### src/rtl/ssr_pkg.sv
`timescale 1ns / 1ps
// ---------------------------------------------------------------------------
// ssr_pkg: shared types and constants
// Register indexes, state codes and datapath command/status structs.
// ---------------------------------------------------------------------------
package ssr_pkg;

  localparam int unsigned CfgIdxW = 2;
  localparam int unsigned CfgDataW = 11;

  typedef enum logic [CfgIdxW-1:0] {
    REG_SAMPLE_RATE   = 2'd0,
    REG_TARGET_WIDTH  = 2'd1,
    REG_TARGET_HEIGHT = 2'd2,
    REG_UNUSED        = 2'd3
  } reg_idx_e;

  typedef enum logic [2:0] {
    ST_IDLE,
    ST_READ,
    ST_SUM,
    ST_DIV,
    ST_OUT
  } state_e;

  typedef struct packed {
    logic accept;   // latch sample, update current sums and position
    logic rd_line;  // issue line memory read
    logic fold;     // fold current sum with line entry, write back
    logic div_start;
    logic out_load;
  } cmd_t;

  typedef struct packed {
    logic pixel_last;  // this sample closes a pixel in its sample row
    logic emit;        // closing sample row of the pixel
    logic div_done;
  } sts_t;

endpackage

### src/rtl/ssr_ctrl.sv
`timescale 1ns / 1ps
// ---------------------------------------------------------------------------
// ssr_ctrl: resolve sequencer
// Accepts samples, runs read and fold per pixel row, divide and output per pixel.
// ---------------------------------------------------------------------------
module ssr_ctrl (
  input  logic          clk_i,
  input  logic          rst_ni,
  input  logic          in_valid_i,
  output logic          in_ready_o,
  input  logic          out_valid_i,
  input  logic          out_ready_i,
  input  ssr_pkg::sts_t sts_i,
  output ssr_pkg::cmd_t cmd_o
);
  import ssr_pkg::*;

  state_e state_q, state_d;

  always_ff @(posedge clk_i or negedge rst_ni) begin
    if (!rst_ni) begin
      state_q <= ST_IDLE;
    end else begin
      state_q <= state_d;
    end
  end

  always_comb begin
    state_d = state_q;
    cmd_o = '0;
    in_ready_o = 1'b0;
    case (state_q)
      ST_IDLE: begin
        in_ready_o = 1'b1;
        if (in_valid_i) begin
          cmd_o.accept = 1'b1;
          if (sts_i.pixel_last) begin
            cmd_o.rd_line = 1'b1;
            state_d = ST_READ;
          end
        end
      end
      ST_READ: state_d = ST_SUM;
      ST_SUM: begin
        cmd_o.fold = 1'b1;
        if (sts_i.emit) begin
          cmd_o.div_start = 1'b1;
          state_d = ST_DIV;
        end else begin
          state_d = ST_IDLE;
        end
      end
      ST_DIV: begin
        // hold until the output register has drained
        if (sts_i.div_done && !(out_valid_i && !out_ready_i)) begin
          cmd_o.out_load = 1'b1;
          state_d = ST_IDLE;
        end
      end
      default: state_d = ST_IDLE;
    endcase
  end
endmodule

### config.mk
export PLATFORM = sky130hd
export DESIGN_NAME = ssr_ctrl
export DESIGN_NICKNAME = d
export VERILOG_FILES = /design/src/rtl/ssr_pkg.sv /design/src/rtl/ssr_ctrl.sv
export SDC_FILE = /design/constraint.sdc
export NUM_CORES = 1
export LEC_CHECK = 0
export BUFFER_PORTS_ARGS = -buffer_cell sky130_fd_sc_hd__buf_4
export CAP_MARGIN = 0
export CELL_PAD_IN_SITES_DETAIL_PLACEMENT = 0
export CELL_PAD_IN_SITES_GLOBAL_PLACEMENT = 1
export CORE_AREA = 2 2 39 41
export DETAILED_ROUTE_END_ITERATION = 10
export DIE_AREA = 0 0 41 43
export PLACE_DENSITY = 0.44
export SETUP_SLACK_MARGIN = 0.02
export SLEW_MARGIN = 20
export SYNTH_ARGS = -nofsm -noshare
export SYNTH_HDL_FRONTEND = slang
export SYNTH_SLANG_ARGS = --single-unit
export TNS_END_PERCENT = 5
### constraint.sdc
create_clock -name clk_i -period 1.2 [get_ports clk_i]
set_input_delay 0.18 -clock clk_i [delete_from_list [all_inputs] [get_ports clk_i]]
set_output_delay 0.18 -clock clk_i [all_outputs]
set_load 0.01 [all_outputs]
==> results of run 1 <==
-- layer usage --
| metal | up-vias | global-route usage | part of all wire |
|---|---|---|---|
| met5 | - | 0 | 0 |
| met4 | 0 | 0.0800 | 0 |
| met3 | 0 | 0.0576 | 0.20 |
| met2 | 14 | 0.0656 | 0.43 |
| met1 | 73 | 0.0675 | 0.37 |
| li1 | 86 | - | - |
-- report_power, final --
part / internal (uW) / switching, uW
registers: 103 / 48.3
logic: 255 / 143
clock network: 110 / 37.8
total: 469 / 229
-- synth_stat cells --
master    number  area [um2]
and2_2         1        7.51
nor2_1         2        7.51
a21o_1         1        7.51
and2_1         1        6.26
nand3_1        1        5.00
and3_4         1        11.3
nand2b_1       1        6.26
inv_1          1        3.75
nor2b_1        1        6.26
dfrtp_1        2        50.1
a311o_1        1        10.0
nand2_1        1        3.75
-- worst reg2reg max path, cell delays in order, from the launching register on --
cell and delay [ns]:
dfrtp_1 0.41, nor2b_4 0.15, and2_4 0.14, a311o_1 0.26
-- how the worst max path moves through the flow --
stage | start | end | slack [ns] | cells past startpoint
6_report | state_q[1]$_DFFE_PN0P_ | cmd_o[3] | -0.06 | 3
5_1_grt | state_q[1]$_DFFE_PN0P_ | cmd_o[3] | -0.13 | 3
4_1_cts | state_q[1]$_DFFE_PN0P_ | cmd_o[1] | -0.07 | 3
3_5_place_dp | state_q[1]$_DFFE_PN0P_ | state_q[0]$_DFFE_PN0P_ | 0.09 | 3
3_3_place_gp | state_q[1]$_DFFE_PN0P_ | state_q[0]$_DFFE_PN0P_ | 0.07 | 3
2_1_floorplan | state_q[1]$_DFFE_PN0P_ | state_q[0]$_DFFE_PN0P_ | 0.06 | 3
-- stage by stage --
stage	instances	util	hold WS [ns]	setup TNS [ns]
floorplan	14	-	-0.116	0
global placement	43	0.175	-0.0346	0
detailed placement	43	0.175	-0.0332	0
CTS	49	0.216	0.263	-0.169
global route	49	0.231	0.299	-0.428
finish	49	0.231	0.288	-0.123
-- cell type report --
type	count	share of cell area
inverters	1	0.0118
flip-flops and latches	2	0.161
well taps	16	0.0627
repair buffers	16	0.431
clock buffers	3	0.0706
multi-input cells	11	0.263
-- what timing repair did --
item,4_1_cts,5_1_grt
setup endpoints to repair,3,5
endpoints found under the hold margin,2,0
buffers inserted,2,0
hold buffers,1,0
pin swaps,2,2
resized for setup,3,6
-- kinds of logic (layout without fill, tap and decap cells) --
kind of cell    count (synthesis)  count (layout)  share of synthesized area
compound gates                  2               2                      0.140
buf+inv                         1              20                     0.0300
flops                           2               2                      0.400
simple gates                    9               9                      0.430
==> results.py, run 1 <==
metrics = {
    "route": {
        "drt-vias-per-instance": 3.53,
        "first_pass_iters": 2,
        "routed_wirelength_um": 502,
        "ant_nets": 0,
        "drc_errors": 0,
        "post_drt_wl_per_cell_um": 10.2,
        "via_count": 173,
        "drt-initial-drc-count": 2,
    },
    "critical_path": {
        "ff2ff_path_depth": 3,
        "cpPeakStageDelay_ns": 0.41,
        "slowest_stage": "dfrtp_1",
        "crit_path_end_kind": "output port",
        "critPathMaxFanout": 4,
        "r2r_slack_ns": 0.11,
        "crit_path_start_kind": "flop",
        "crit_family": "flip-flops",
        "reg2reg_to": "state_q[0]$_DFFE_PN0P_",
        "crit-reg2reg-launch": "state_q[1]$_DFFE_PN0P_",
        "arrival_ns": 1.08,
        "crit_required_ns": 1.02,
        "cp.buffers_inverters": 1,
        "path_cells": "nor2_2, and3_4, buf_6",
        "criticalPathCategory": "reg2out",
    },
    "global_routing": {
        "grtUsageTotal": 0.0653,
        "antenna_found_initial": 0,
        "overflow": 0,
        "grt_pass1_vias": 170,
        "grt_max_degree": 5,
        "grt_first_pass_wirelength_um": 655,
    },
    "sta": {
        "max_freq_mhz": 794,
        "tightest_slew_ns": 0.153,
        "slew_headroom": 0.898,
        "slew_violations": 0,
        "fin_crit_sh": 1.05,
        "finalWorstSetupSlack_ns": -0.0597,
        "fin_crit_ns": 1.26,
        "hold_viol": 0,
        "clock_skew_ns": 0.00261,
        "finalSetupViolCount": 3,
        "rsz0062_at_grt": "yes",
    },
    "layout": {
        "multi_input_area_um2": 83.8,
        "drive_above_1_share": 0.727,
        "diodes": 0,
        "synthToLayoutAreaGrowth_pct": 155,
        "layout_commonest_cell": "buf_4",
        "largestRegisters": "state_q: 2 flops",
        "finalInstanceArea_um2": 319,
        "final_cell_mix": "buf_4 (11), buf_6 (4), clkbuf_4 (3)",
        "layout.nets": 43,
        "largest-register": "state_q",
        "seqCellArea_um2": 51.3,
        "fillers": 164,
        "largest_reg_flops": 2,
    },
    "synthesis": {
        "synthCells": 14,
        "synth_area_um2": 125,
        "syn_nets": 22,
        "ys_warn_count": 0,
        "ys_ff_latch": 2,
        "seq_area_frac_synth": 0.400,
        "ys_types": 12,
        "syn_avg_cell_area_um2": 8.94,
    },
    "clock_tree": {
        "cts_tree": "yes",
        "clock_path_buffers": 2,
        "cts_buffers": 3,
        "cts-root-buf": "clkbuf_4",
        "htree_levels": 1,
        "clkTransAtPathRegs_ns": 0.03,
        "cts.sinks": 2,
        "worstSkewPairLatency_ns": 0.22,
    },
    "run_status": {
        "outcome": "finished, violations left",
        "violations": "setup timing",
    },
    "place": {
        "placed_area_um2": 243,
        "dp_slack_ns": 0.0863,
        "port_buffers": 13,
        "place.gp.congestion": 0.610,
    },
    "floorplan": {
        "initial_utilization": 0.0904,
        "die_x_um": 41,
        "die-area_um2": 1760,
        "die_y_um": 43,
        "core-area_um2": 1380,
        "row_count": 14,
        "io-pin-count": 14,
    },
    "power_and_ir_drop": {
        "vdd_drop_max_mv": 0.410,
        "power.density_nw_per_um2": 2190,
        "p_leak_uw": 0.000163,
        "p_total_uw": 697,
    },
    "run": {
        "cap_violations": 0,
    },
    "worst_hold_path": {
        "hold_path.class": "in2async",
    },
}
Note: power is estimated with default switching activity, not from simulation.
==> run 2: changes to the inputs <==
- clock period: 1.2 -> 1.5 ns (I/O delays scaled with it)
==> results.py, run 2 (same netlist as run 1, synthesis figures left out) <==
metrics = {
    "run_status": {
        "outcome": "finished, final reports clean",
    },
    "sta": {
        "clock_skew_ns": 0.00156,
        "tightest_slew_ns": 0.188,
        "fin_crit_sh": 0.901,
        "fin_crit_ns": 1.35,
        "finalSetupViolCount": 0,
        "max_freq_mhz": 740,
        "rsz0062_at_grt": "no",
        "setup_tns_ns": 0,
        "finalWorstSetupSlack_ns": 0.149,
        "slew_violations": 0,
        "hold_viol": 0,
        "slew_headroom": 0.874,
    },
    "clock_tree": {
        "cts_tree": "yes",
        "cts-root-buf": "clkbuf_4",
        "clock_path_buffers": 2,
        "cts_setup_buffers": 0,
        "ctsHoldBuffers": 1,
        "htree_levels": 1,
        "cts_buffers": 3,
        "clkTransAtPathRegs_ns": 0.03,
        "cts-resized-gates": 0,
        "worstSkewPairLatency_ns": 0.22,
        "cts.sinks": 2,
    },
    "route": {
        "met1_length_um": 200,
        "drt-initial-drc-count": 1,
        "ant_nets": 0,
        "met3_length_um": 85,
        "drc_errors": 0,
        "route.met2.wl_um": 171,
        "routed_wirelength_um": 457,
        "highest_layer": "met3",
        "post_drt_wl_per_cell_um": 9.72,
        "first_pass_iters": 2,
        "drt-vias-per-instance": 3.49,
        "via_count": 164,
    },
    "layout": {
        "largest-register": "state_q",
        "synthToLayoutAreaGrowth_pct": 120,
        "drive_above_1_share": 0.581,
        "largest_reg_flops": 2,
        "layout_commonest_cell": "buf_4",
        "layout.nets": 41,
        "final_cell_mix": "buf_4 (13), clkbuf_4 (3), nor2_1 (2), dfrtp_1 (2)",
        "largestRegisters": "state_q: 2 flops",
        "diodes": 0,
    },
    "critical_path": {
        "crit_family": "simple AND/OR/NAND/NOR gates",
        "arrival_ns": 1.13,
        "reg2reg_to": "state_q[0]$_DFFE_PN0P_",
        "criticalPathCategory": "reg2out",
        "cpPeakStageDelay_ns": 0.39,
        "slowest_stage": "dfrtp_1",
        "crit_path_start_kind": "flop",
        "crit_required_ns": 1.27,
        "startpoint": "state_q[1]$_DFFE_PN0P_",
        "critPathCapture": "cmd_o[3]",
        "path_cells": "nor2_1, and3_4, buf_4",
        "cp.buffers_inverters": 1,
        "ff2ff_path_depth": 3,
        "r2r_slack_ns": 0.39,
        "critPathMaxFanout": 4,
        "crit_path_end_kind": "output port",
        "worst-path-stages": 3,
        "crit-reg2reg-launch": "state_q[1]$_DFFE_PN0P_",
    },
    "floorplan": {
        "io-pin-count": 14,
        "die_y_um": 43,
        "row_count": 14,
        "core-area_um2": 1380,
        "die-area_um2": 1760,
        "initial_utilization": 0.0904,
        "die_x_um": 41,
    },
    "run": {
        "cap_violations": 0,
    },
    "global_routing": {
        "antenna_found_initial": 0,
        "overflow": 0,
        "grt_max_degree": 6,
        "grt_pass1_vias": 180,
        "grtUsageTotal": 0.0633,
        "grt_first_pass_wirelength_um": 662,
    },
    "power_and_ir_drop": {
        "power.density_nw_per_um2": 1630,
        "p_leak_uw": 0.000145,
        "vdd_drop_max_mv": 0.261,
    },
    "place": {
        "place.gp.congestion": 0.568,
        "dp_slack_ns": 0.379,
        "hpwl_um": 392,
        "port_buffers": 13,
    },
    "worst_hold_path": {
        "hold_path.class": "in2async",
    },
}
run 2: per-stage QoR:
step / area (um2) / hold WS (ns) / cells / total power, uW / utilization
floorplan: 125 / -0.0706 / 14 / 217 / -
finish: 275 / 0.323 / 47 / 450 / 0.199
CTS: 275 / 0.313 / 47 / 462 / 0.199
detailed placement: 243 / 0.0115 / 43 / 336 / 0.175
global route: 275 / 0.343 / 47 / 486 / 0.199
global placement: 243 / 0.00995 / 43 / 336 / 0.175
run 2: metal layers:
layer  up-vias  GRT usage
li1         82          -
met1        68     0.0772
met2        14     0.0656
met3         0     0.0314
met4         0     0.0800
met5         -          0
run 2: how the worst min path moves through the flow:
stage	end	depth (start not counted)
after CTS	state_q[1]$_DFFE_PN0P_	2
after floorplan	state_q[0]$_DFFE_PN0P_	0
final	state_q[1]$_DFFE_PN0P_	2
after detailed placement	state_q[0]$_DFFE_PN0P_	1
after global routing	state_q[1]$_DFFE_PN0P_	2
after global placement	state_q[0]$_DFFE_PN0P_	1
run 2: power by group:
| part | internal [uW] | switching, uW | leakage, uW |
|---|---|---|---|
| clock network | 88.2 | 29.4 | 0.0000138 |
| logic | 129 | 97.8 | 0.000106 |
| registers | 80.1 | 25.5 | 0.0000253 |
| total | 297 | 153 | 0.000145 |
run 2: final cells by class:
type,count,area (um2)
timing repair buffer,14,108
inverter,1,3.75
multi-input combinational,11,71.3
sequential,2,50.0
tap,16,20.0
clock buffer,3,22.5
fill,157,1110
